<file path="config.mk">
export PLATFORM = sky130hd
export DESIGN_NAME = mirrored_moving_average_17_core
export DESIGN_NICKNAME = d
export VERILOG_FILES = /design/src/sv/mma17_pkg.sv /design/src/sv/mma17_ram.sv /design/src/sv/mirrored_moving_average_17_core.sv
export SDC_FILE = /design/constraint.sdc
export NUM_CORES = 2
export LEC_CHECK = 0
export BUFFER_PORTS_ARGS = -buffer_cell sky130_fd_sc_hd__buf_2
export CAP_MARGIN = 15
export CORE_UTILIZATION = 34
export DETAILED_ROUTE_END_ITERATION = 6
export GPL_ROUTABILITY_DRIVEN = 0
export SLEW_MARGIN = 25
export SYNTH_ARGS = -nofsm -noshare
export SYNTH_HDL_FRONTEND = slang
export SYNTH_SLANG_ARGS = --single-unit
</file>
<file path="constraint.sdc">
create_clock -name clk -period 14.01 [get_ports clk]
set_input_delay 3.5025 -clock clk [delete_from_list [all_inputs] [get_ports clk]]
set_output_delay 3.5025 -clock clk [all_outputs]
set_load 0.005 [all_outputs]
</file>
<file path="src/sv/mma17_pkg.sv">
// Shared constants and types for the mirrored moving-average block.
`timescale 1ns / 1ps

package mma17_pkg;

  localparam int WINDOW_LENGTH = 17;
  localparam int SAMPLE_BITS   = 16;
  localparam int HALF          = (WINDOW_LENGTH - 1) / 2;
  localparam int FRAC_BITS     = 4;
  localparam int MEAN_BITS     = SAMPLE_BITS + FRAC_BITS;

  localparam int ADDR_BITS = $clog2(WINDOW_LENGTH);
  localparam int CNT_BITS  = $clog2(WINDOW_LENGTH + 1);
  localparam int IDX_BITS  = $clog2(2 * WINDOW_LENGTH);
  localparam int TAIL_BITS = $clog2(HALF + 1);

  // A window sum needs SAMPLE_BITS plus the growth of WINDOW_LENGTH terms.
  localparam int SUM_BITS = SAMPLE_BITS + $clog2(WINDOW_LENGTH);
  localparam int MAG_BITS = SUM_BITS - 1 + FRAC_BITS;

  // Division by the window length is a multiply by a scaled reciprocal.
  localparam int RECIP_SHIFT = MAG_BITS + 4;
  localparam int RECIP_BITS  = RECIP_SHIFT - $clog2(WINDOW_LENGTH + 1) + 1;
  localparam int PROD_BITS   = MAG_BITS + RECIP_BITS;
  localparam int Q_BITS      = PROD_BITS - RECIP_SHIFT;
  localparam logic [RECIP_BITS-1:0] RECIP =
    RECIP_BITS'((64'd1 << RECIP_SHIFT) / WINDOW_LENGTH);

  typedef enum logic [1:0] {
    OP_START,   // first sample of a record: sum is twice the sample
    OP_DOUBLE,  // head sample: it appears twice in the first window
    OP_ADD,     // first window: add the incoming sample only
    OP_SLIDE    // add the incoming sample, drop the outgoing one
  } sum_op_t;

  typedef struct packed {
    logic    act;
    logic    emit;
    logic    final_m;
    logic    short_r;
    sum_op_t op;
    logic    ram_in;
  } issue_ctrl_t;

endpackage

</file>
<file path="src/sv/mma17_ram.sv">
// Generic RAM with one write port and two registered read ports.
`timescale 1ns / 1ps

module mma17_ram #(
  parameter int WIDTH = 16,
  parameter int DEPTH = 17
) (
  input  logic                     clk,
  input  logic                     we,
  input  logic [$clog2(DEPTH)-1:0] waddr,
  input  logic [WIDTH-1:0]         wdata,
  input  logic                     re,
  input  logic [$clog2(DEPTH)-1:0] raddr_a,
  input  logic [$clog2(DEPTH)-1:0] raddr_b,
  output logic [WIDTH-1:0]         rdata_a,
  output logic [WIDTH-1:0]         rdata_b
);

  logic [WIDTH-1:0] mem_r [DEPTH];
  logic [WIDTH-1:0] rdata_a_r;
  logic [WIDTH-1:0] rdata_b_r;

  // Reads return the old contents when the same entry is written.
  always_ff @(posedge clk) begin
    if (we) begin
      mem_r[waddr] <= wdata;
    end
    if (re) begin
      rdata_a_r <= mem_r[raddr_a];
      rdata_b_r <= mem_r[raddr_b];
    end
  end

  assign rdata_a = rdata_a_r;
  assign rdata_b = rdata_b_r;

endmodule

</file>
<file path="src/sv/mirrored_moving_average_17_core.sv">
// Top level of the mirrored centered moving average over 17 samples.
// Usage:
//   Samples of a record enter on in_sample_value with in_record_end on the
//   last one; both channels use valid/ready transfers. For each record
//   position one 17-sample centered mean leaves on out_mean_value (signed,
//   4 fraction bits, truncated toward zero). Mean t leaves once sample t+8
//   has arrived; the record ends are mirrored.
//   Throughput: one sample per cycle while in_ready is high. A sample
//   that ends a record of at least 8 samples yields up to 9 means;
//   in_ready stays low while the 8 tail means are read back from the sample RAM.
//   A record shorter than 8 samples yields one result with short_record
//   and final_mean set and a mean of zero.
//   Pipeline: the transfer that causes a mean passes through registers
//   for the RAM read, sum update, reciprocal multiply and correction.
//   Reset clears the counters and the pipeline; the sample RAM is not
//   cleared, and only entries of the current record are ever read.
//   When out_ready is low with a result waiting, the whole pipeline holds
//   and in_ready drops in the same cycle.
`timescale 1ns / 1ps

module mirrored_moving_average_17_core (
  input  logic                                   clk,
  input  logic                                   rst_n,
  input  logic                                   in_valid,
  output logic                                   in_ready,
  input  logic signed [mma17_pkg::SAMPLE_BITS-1:0] in_sample_value,
  input  logic                                   in_record_end,
  output logic                                   out_valid,
  input  logic                                   out_ready,
  output logic signed [mma17_pkg::MEAN_BITS-1:0] out_mean_value,
  output logic                                   out_final_mean,
  output logic                                   out_short_record
);

  import mma17_pkg::*;

  localparam logic [CNT_BITS-1:0]  CNT_FULL  = CNT_BITS'(WINDOW_LENGTH);
  localparam logic [CNT_BITS-1:0]  CNT_LAST  = CNT_BITS'(WINDOW_LENGTH - 1);
  localparam logic [CNT_BITS-1:0]  CNT_HALF  = CNT_BITS'(HALF);
  localparam logic [CNT_BITS-1:0]  CNT_HALF1 = CNT_BITS'(HALF - 1);
  localparam logic [CNT_BITS-1:0]  CNT_ZERO  = CNT_BITS'(0);
  localparam logic [CNT_BITS-1:0]  CNT_ONE   = CNT_BITS'(1);
  localparam logic [ADDR_BITS-1:0] ADDR_TOP  = ADDR_BITS'(WINDOW_LENGTH - 1);
  localparam logic [ADDR_BITS-1:0] ADDR_ZERO = ADDR_BITS'(0);
  localparam logic [ADDR_BITS-1:0] ADDR_ONE  = ADDR_BITS'(1);
  localparam logic [IDX_BITS-1:0]  IDX_W     = IDX_BITS'(WINDOW_LENGTH);
  localparam logic [IDX_BITS-1:0]  IDX_W1    = IDX_BITS'(WINDOW_LENGTH + 1);
  localparam logic [IDX_BITS-1:0]  IDX_H1    = IDX_BITS'(HALF + 1);
  localparam logic [IDX_BITS-1:0]  IDX_ONE   = IDX_BITS'(1);
  localparam logic [TAIL_BITS-1:0] TAIL_ONE  = TAIL_BITS'(1);
  localparam logic [TAIL_BITS-1:0] TAIL_LAST = TAIL_BITS'(HALF);
  localparam logic [MAG_BITS-1:0]  MAG_W     = MAG_BITS'(WINDOW_LENGTH);

  // Record tracking and tail flush.
  logic [CNT_BITS-1:0]  cnt_r, cnt_nxt;
  logic [ADDR_BITS-1:0] wptr_r, wptr_nxt;
  logic                 tail_r, tail_nxt;
  logic [TAIL_BITS-1:0] tail_j_r, tail_j_nxt;

  logic adv;
  logic in_xfer;
  logic tail_go;

  logic [CNT_BITS-1:0]  cnt_inc;
  logic [ADDR_BITS-1:0] wptr_inc;

  logic [IDX_BITS-1:0]  wptr_ext, n_ext, j_ext, in_tmp, out_tmp, nj_sum;
  logic [ADDR_BITS-1:0] raddr_a, raddr_b;

  // Issue stage and RAM read data.
  issue_ctrl_t st1_nxt, st1_r;
  logic signed [SAMPLE_BITS-1:0] st1_sample_r;
  logic [SAMPLE_BITS-1:0] rdata_a, rdata_b;

  // Running window sum.
  logic signed [SUM_BITS-1:0]    sum_r;
  logic signed [SAMPLE_BITS-1:0] inc_sample;
  logic signed [SUM_BITS-1:0]    inc_ext, outg_ext, sum_calc;

  // Divide pipeline.
  logic                       v2_r, fin2_r, short2_r;
  logic signed [SUM_BITS-1:0] sum2_r;
  logic [SUM_BITS-1:0]        sum2_abs;
  logic [MAG_BITS-1:0]        mag2;
  logic                       v3_r, fin3_r, short3_r, neg3_r;
  logic [MAG_BITS-1:0]        mag3_r;
  logic [PROD_BITS-1:0]       prod3_r;
  logic [Q_BITS-1:0]          q0, q;
  logic [MAG_BITS-1:0]        rem;
  logic [MEAN_BITS-1:0]       mean_mag, mean_nxt;

  logic                        out_valid_r;
  logic signed [MEAN_BITS-1:0] out_mean_r;
  logic                        out_final_r, out_short_r;

  assign adv      = !out_valid_r || out_ready;
  assign in_ready = adv && !tail_r;
  assign in_xfer  = in_valid && in_ready;
  assign tail_go  = adv && tail_r;

  assign cnt_inc  = (cnt_r == CNT_FULL) ? cnt_r : cnt_r + CNT_ONE;
  assign wptr_inc = (wptr_r == ADDR_TOP) ? ADDR_ZERO : wptr_r + ADDR_ONE;

  // Tail step j reads sample n-j as the incoming term and sample n-18+j
  // (or its mirror before the record start) as the outgoing term.
  always_comb begin
    wptr_ext = IDX_BITS'(wptr_r);
    n_ext    = IDX_BITS'(cnt_r);
    j_ext    = IDX_BITS'(tail_j_r);
    in_tmp   = wptr_ext + IDX_W - j_ext;
    out_tmp  = wptr_ext + j_ext - IDX_ONE;
    nj_sum   = n_ext + j_ext;
  end

  always_comb begin
    raddr_a = ADDR_ZERO;
    raddr_b = ADDR_ZERO;
    if (tail_r) begin
      raddr_a = (in_tmp >= IDX_W) ? ADDR_BITS'(in_tmp - IDX_W) : ADDR_BITS'(in_tmp);
      if (nj_sum < IDX_W1) begin
        raddr_b = ADDR_BITS'(IDX_W - nj_sum);
      end else if (out_tmp >= IDX_W) begin
        raddr_b = ADDR_BITS'(out_tmp - IDX_W);
      end else begin
        raddr_b = ADDR_BITS'(out_tmp);
      end
    end else if (cnt_r < CNT_FULL) begin
      // Before the ring wraps, the dropped sample is a mirrored head sample.
      raddr_b = ADDR_BITS'(CNT_LAST - cnt_r);
    end else begin
      raddr_b = wptr_r;
    end
  end

  mma17_ram #(
    .WIDTH(SAMPLE_BITS),
    .DEPTH(WINDOW_LENGTH)
  ) u_ram (
    .clk    (clk),
    .we     (in_xfer),
    .waddr  (wptr_r),
    .wdata  (in_sample_value),
    .re     (adv),
    .raddr_a(raddr_a),
    .raddr_b(raddr_b),
    .rdata_a(rdata_a),
    .rdata_b(rdata_b)
  );

  // Issue decision for this cycle.
  always_comb begin
    st1_nxt = '{act: 1'b0, emit: 1'b0, final_m: 1'b0, short_r: 1'b0,
                op: OP_SLIDE, ram_in: 1'b0};
    if (in_xfer) begin
      st1_nxt.act = 1'b1;
      if (cnt_r == CNT_ZERO) begin
        st1_nxt.op = OP_START;
      end else if (cnt_r < CNT_HALF) begin
        st1_nxt.op = OP_DOUBLE;
      end else if (cnt_r == CNT_HALF) begin
        st1_nxt.op = OP_ADD;
      end else begin
        st1_nxt.op = OP_SLIDE;
      end
      st1_nxt.short_r = in_record_end && (cnt_r < CNT_HALF1);
      st1_nxt.final_m = st1_nxt.short_r;
      st1_nxt.emit    = st1_nxt.short_r || (cnt_r >= CNT_HALF);
    end else if (tail_go) begin
      st1_nxt.act     = 1'b1;
      st1_nxt.emit    = 1'b1;
      st1_nxt.ram_in  = 1'b1;
      st1_nxt.final_m = (tail_j_r == TAIL_LAST);
      // The first tail step of a record of exactly HALF samples has no
      // outgoing term.
      st1_nxt.op      = (nj_sum == IDX_H1) ? OP_ADD : OP_SLIDE;
    end
  end

  always_comb begin
    cnt_nxt    = cnt_r;
    wptr_nxt   = wptr_r;
    tail_nxt   = tail_r;
    tail_j_nxt = tail_j_r;
    if (in_xfer) begin
      if (in_record_end && (cnt_r < CNT_HALF1)) begin
        cnt_nxt  = CNT_ZERO;
        wptr_nxt = ADDR_ZERO;
      end else begin
        cnt_nxt  = cnt_inc;
        wptr_nxt = wptr_inc;
        if (in_record_end) begin
          tail_nxt   = 1'b1;
          tail_j_nxt = TAIL_ONE;
        end
      end
    end else if (tail_go) begin
      if (tail_j_r == TAIL_LAST) begin
        tail_nxt = 1'b0;
        cnt_nxt  = CNT_ZERO;
        wptr_nxt = ADDR_ZERO;
      end else begin
        tail_j_nxt = tail_j_r + TAIL_ONE;
      end
    end
  end

  always_ff @(posedge clk) begin
    if (!rst_n) begin
      cnt_r    <= CNT_ZERO;
      wptr_r   <= ADDR_ZERO;
      tail_r   <= 1'b0;
      tail_j_r <= TAIL_ONE;
      st1_r    <= '{act: 1'b0, emit: 1'b0, final_m: 1'b0, short_r: 1'b0,
                    op: OP_SLIDE, ram_in: 1'b0};
    end else begin
      cnt_r    <= cnt_nxt;
      wptr_r   <= wptr_nxt;
      tail_r   <= tail_nxt;
      tail_j_r <= tail_j_nxt;
      if (adv) begin
        st1_r <= st1_nxt;
      end
    end
  end

  always_ff @(posedge clk) begin
    if (in_xfer) begin
      st1_sample_r <= in_sample_value;
    end
  end

  // Running sum update, one window step per cycle unless the output stalls.
  always_comb begin
    inc_sample = st1_r.ram_in ? $signed(rdata_a) : st1_sample_r;
    inc_ext    = SUM_BITS'(inc_sample);
    outg_ext   = SUM_BITS'($signed(rdata_b));
    case (st1_r.op)
      OP_START:  sum_calc = inc_ext <<< 1;
      OP_DOUBLE: sum_calc = sum_r + (inc_ext <<< 1);
      OP_ADD:    sum_calc = sum_r + inc_ext;
      OP_SLIDE:  sum_calc = sum_r + inc_ext - outg_ext;
      default:   sum_calc = sum_r;
    endcase
  end

  always_ff @(posedge clk) begin
    if (adv && st1_r.act) begin
      sum_r <= sum_calc;
    end
    if (adv) begin
      sum2_r   <= st1_r.short_r ? '0 : sum_calc;
      fin2_r   <= st1_r.final_m;
      short2_r <= st1_r.short_r;
    end
  end

  // Magnitude times the reciprocal of the window length.
  always_comb begin
    sum2_abs = sum2_r[SUM_BITS-1] ? SUM_BITS'(-sum2_r) : SUM_BITS'(sum2_r);
    mag2     = {sum2_abs[SUM_BITS-2:0], {FRAC_BITS{1'b0}}};
  end

  always_ff @(posedge clk) begin
    if (adv) begin
      neg3_r   <= sum2_r[SUM_BITS-1];
      mag3_r   <= mag2;
      prod3_r  <= PROD_BITS'(mag2) * PROD_BITS'(RECIP);
      fin3_r   <= fin2_r;
      short3_r <= short2_r;
    end
  end

  // The reciprocal quotient is at most one low; one compare fixes it.
  always_comb begin
    q0       = prod3_r[PROD_BITS-1 -: Q_BITS];
    rem      = mag3_r - MAG_BITS'(q0) * MAG_W;
    q        = q0 + Q_BITS'(rem >= MAG_W);
    mean_mag = MEAN_BITS'(q);
    mean_nxt = neg3_r ? MEAN_BITS'(-mean_mag) : mean_mag;
  end

  always_ff @(posedge clk) begin
    if (adv) begin
      out_mean_r  <= mean_nxt;
      out_final_r <= fin3_r;
      out_short_r <= short3_r;
    end
  end

  always_ff @(posedge clk) begin
    if (!rst_n) begin
      v2_r        <= 1'b0;
      v3_r        <= 1'b0;
      out_valid_r <= 1'b0;
    end else if (adv) begin
      v2_r        <= st1_r.emit;
      v3_r        <= v2_r;
      out_valid_r <= v3_r;
    end
  end

  assign out_valid        = out_valid_r;
  assign out_mean_value   = out_mean_r;
  assign out_final_mean   = out_final_r;
  assign out_short_record = out_short_r;

`ifndef ASSERT_OFF
  a_tail_step_range: assert property (@(posedge clk) disable iff (!rst_n)
    tail_r |-> (tail_j_r >= TAIL_ONE) && (tail_j_r <= TAIL_LAST))
    else $error("tail step counter out of range");

  a_tail_needs_head: assert property (@(posedge clk) disable iff (!rst_n)
    $rose(tail_r) |-> (cnt_r >= CNT_HALF))
    else $error("tail flush started without a full head");

  a_ring_bounds: assert property (@(posedge clk) disable iff (!rst_n)
    (wptr_r <= ADDR_TOP) && (cnt_r <= CNT_FULL))
    else $error("ring pointer or sample count out of range");

  a_short_is_final: assert property (@(posedge clk) disable iff (!rst_n)
    out_valid && out_short_record |-> out_final_mean)
    else $error("short record result not marked final");

  a_stall_holds_sum: assert property (@(posedge clk) disable iff (!rst_n)
    out_valid_r && !out_ready |=> $stable(sum_r) && $stable(st1_r))
    else $error("window sum moved during an output stall");
`endif

endmodule

</file>
==> key figures <==
Status
  – Result of the run: finished clean

Critical path
  – CP most frequent cell: fa_1
  – Critical-path top delay cell: edfxtp_1
  – Startpoint type of the worst setup path: register
  – Crit end category: register
  – Top fanout value on the critical path: 8
  – Worst Path Class, Setup: register to register
  – Endpoint required time on the critical path: 14370 ps
  – Delay contributed by the slowest stage of the critical path: 540 ps
  – Worst Path Arrival: 9100 ps

Synth
  – Share of the synthesized area in compound gates (AO/OA/AOI/OAI): 0.0972
  – Number of library cell types mapped by synthesis: 88
  – Mapped cell area: 33600 sq um
  – Number of enable-type register cells in the synthesized netlist: 429
  – Number of warnings reported in the yosys synthesis log: 0
  – Mux cell area share after synthesis: 0.0737
  – Dominant combinational cell family by area after synthesis: adder cells
  – Simple logic cell fraction of the synthesized area: 0.103
  – Adder-cell share of the synthesized area: 0.229
  – Number of instances in the synthesized netlist: 2986
  – Register bit total from synthesis: 454
  – Top flip-flop cell by instance count after synthesis: edfxtp_1
  – Net Count, Synth: 3523
  – Proportion of synthesized chip area in sequential cells: 0.398
  – Proportion of register bits with asynchronous set or reset after synthesis: 0
  – Average size of a mapped cell: 11.3 sq um
  – Post-Synth XOR/XNOR Area: 0.0420

Clock tree
  – Clock insertion delay at the later pin of the skew report: 650 ps
  – Max Root-Sink Buffers: 3
  – Clock tree from TritonCTS: built
  – Number of hold buffers added after CTS: 0
  – Clock sink count: 454
  – Inserted Clock Buffers: 54
  – Total setup buffers inserted after CTS: 0
  – Post-cts repair resize count: 0
  – Clock transition at the register clock pins on the worst setup and hold paths after CTS: 60 ps
  – H-tree levels: 2
  – Clk root buf: clkbuf_16

Place
  – Sum of net half-perimeters after detailed placement: 59500 microns
  – Port Buffers: 44

STA
  – Final-report setup violation count: 0
  – Relative max-transition margin: 0.269
  – Endpoints failing hold: 0
  – F_max: 0.114 GHz
  – Final worst clock skew: 59.2 ps
  – Fin. max-slew vios: 0
  – Share of the clock period used by the worst path after layout: 0.624
  – Pin slew with the least headroom to its limit: 1090 ps
  – Unrepaired setup endpoints after global routing: no
  – Min Tclk post-route: 8740 ps
  – Sum Neg Setup Slack: 0 ps

Routing
  – Routed len/inst: 19.3 microns
  – Total number of vias: 22500
  – First DRT Iteration DRCs: 1614
  – Post-detailed-route via-to-cell ratio: 5.18
  – Total wirelength of the detailed-routed design: 83600 microns
  – Detailed-routing iteration count for the pre-antenna-repair pass: 5
  – Antenna-violating nets left: 0
  – DRC viols: 0

Cells and area
  – Share of cells above drive strength 1: 0.0913
  – Synthesis-to-finish area growth: 10.4%
  – # nets final: 3562
  – Diode count: 0
  – Core utilization of the finished layout: 0.381

GRT
  – Global-route usage over all layers: 0.167
  – Aggregate global routing overflow: 0
  – Vias in the first global route: 22700
  – Antenna violations before repair: 0
  – Wire length of the first global-routing pass: 130000 microns
  – Largest net degree at the start of global routing: 74

Job
  – Number of maximum-capacitance violations: 0

Floorplan
  – Initial Util: 0.346
  – Core Area: 97300 sq um
  – Area of the die: 100000 sq um
  – I/O pin cnt: 45
  – Placement Rows: 114
  – Die W: 316 microns
  – Die Span Y: 316 microns

Worst hold path
  – Worst min path class: register to register
layer usage:
metal,part of all wire,vias to the layer above,GRT usage
met5,0,-,0
met4,0.027,0,0.0519
met3,0.050,144,0.0207
met2,0.50,568,0.297
met1,0.42,11000,0.210
li1,-,10800,-
worst max-delay path: cells and delay by family, from the launching register on:
kind | cells | cell delay (ps)
AO/OA/AOI/OAI | 8 | 1750
XOR/XNOR | 2 | 620
adder cells (fa/ha/maj) | 8 | 3420
buffers and inverters | 3 | 250
flip-flops | 1 | 540
AND/OR/NAND/NOR | 7 | 1920
state kept, by name (all words and copies together) (netlist names), 4 cells and up:
name,cells
out_mean_value,20
prod3_r,21
st1_sample_r,16
u_ram.rdata_a,16
mag3_r,19
sum_r,21
u_ram.rdata_b,16
sum2_r,21
wptr_r,5
st1_r,7
cnt_r,5
tail_j_r,4
u_ram.mem_r,272
synth_stat cells (32+ instances only):
| cell type | n | area, sq um |
|---|---|---|
| edfxtp_1 | 429 | 12900 |
| inv_1 | 381 | 1430 |
| ha_1 | 352 | 4400 |
| nand2_1 | 281 | 1050 |
| fa_1 | 164 | 3280 |
| xnor2_1 | 114 | 998 |
| nor2_1 | 104 | 390 |
| nand3_1 | 103 | 515 |
| a21oi_1 | 93 | 465 |
| mux2i_1 | 73 | 731 |
| o21ai_0 | 71 | 355 |
| clkbuf_1 | 67 | 251 |
| xor2_1 | 47 | 412 |
| mux4_2 | 44 | 991 |
| a21o_1 | 41 | 308 |
| nor2b_1 | 41 | 257 |
| and2_1 | 39 | 244 |
| a31oi_1 | 38 | 238 |
| mux2_2 | 32 | 360 |
layout make-up:
type                            count  area, sq um
Tap cell                         1276         1600
Fill cell                        9532        60200
Clock inverter                     30          373
Inverter                          382         1440
Sequential cell                   454        13400
Clock buffer                       67         1400
Multi-Input combinational cell   2047        18400
Timing Repair Buffer               86          536
stage by stage:
step | area, sq um | instances | hold slack (ps) | setup slack, ps
after floorplan | 33600 | 2986 | 400 | 5340
after global placement | 35300 | 4245 | 405 | 5330
after global routing | 37100 | 4342 | 419 | 4720
after CTS | 37100 | 4342 | 413 | 5210
final | 37100 | 4342 | 416 | 5270
after detailed placement | 35300 | 4245 | 406 | 5230
kinds of logic after synthesis:
family / count (synthesis)
DFF: 454
adders and majority gates: 516
and+or+nand+nor: 726
AOI/OAI and AO/OA: 480
buffers and inverters: 485
xor gates and xnor gates: 161
muxes: 164
final timing paths:
kind	from	endpoint	slack (ps)	cells after the start
min reg2reg	short3_r$_DFFE_PN_	out_short_record$_DFFE_PN_	420	0
max reg2reg	sum2_r[0]$_SDFFCE_PP0N_	prod3_r[47]$_DFFE_PN_	5270	28
max	sum2_r[0]$_SDFFCE_PP0N_	prod3_r[47]$_DFFE_PN_	5270	28
min	short3_r$_DFFE_PN_	out_short_record$_DFFE_PN_	420	0
cell usage in the layout (no fill, tap or decap), drive strengths merged, types with 28 or more instances in the layout:
cell type / Yosys / final
xnor2: 114 / 114
nor2: 108 / 108
o21ai: 93 / 93
buf: 36 / 86
mux2i: 73 / 73
ha: 352 / 352
a211oi: 28 / 28
a21o: 41 / 41
xor2: 47 / 47
mux4: 59 / 59
nor2b: 41 / 41
a31oi: 38 / 38
nand4: 30 / 30
nand2: 281 / 281
clkbuf: 67 / 67
a32oi: 31 / 31
mux2: 32 / 32
a21oi: 94 / 94
edfxtp: 429 / 429
nand3: 103 / 103
inv: 382 / 383
and2: 45 / 45
fa: 164 / 164
Power is not shown: default switching activity piles up to over one toggle a cycle in this logic, so the estimate is an artifact.
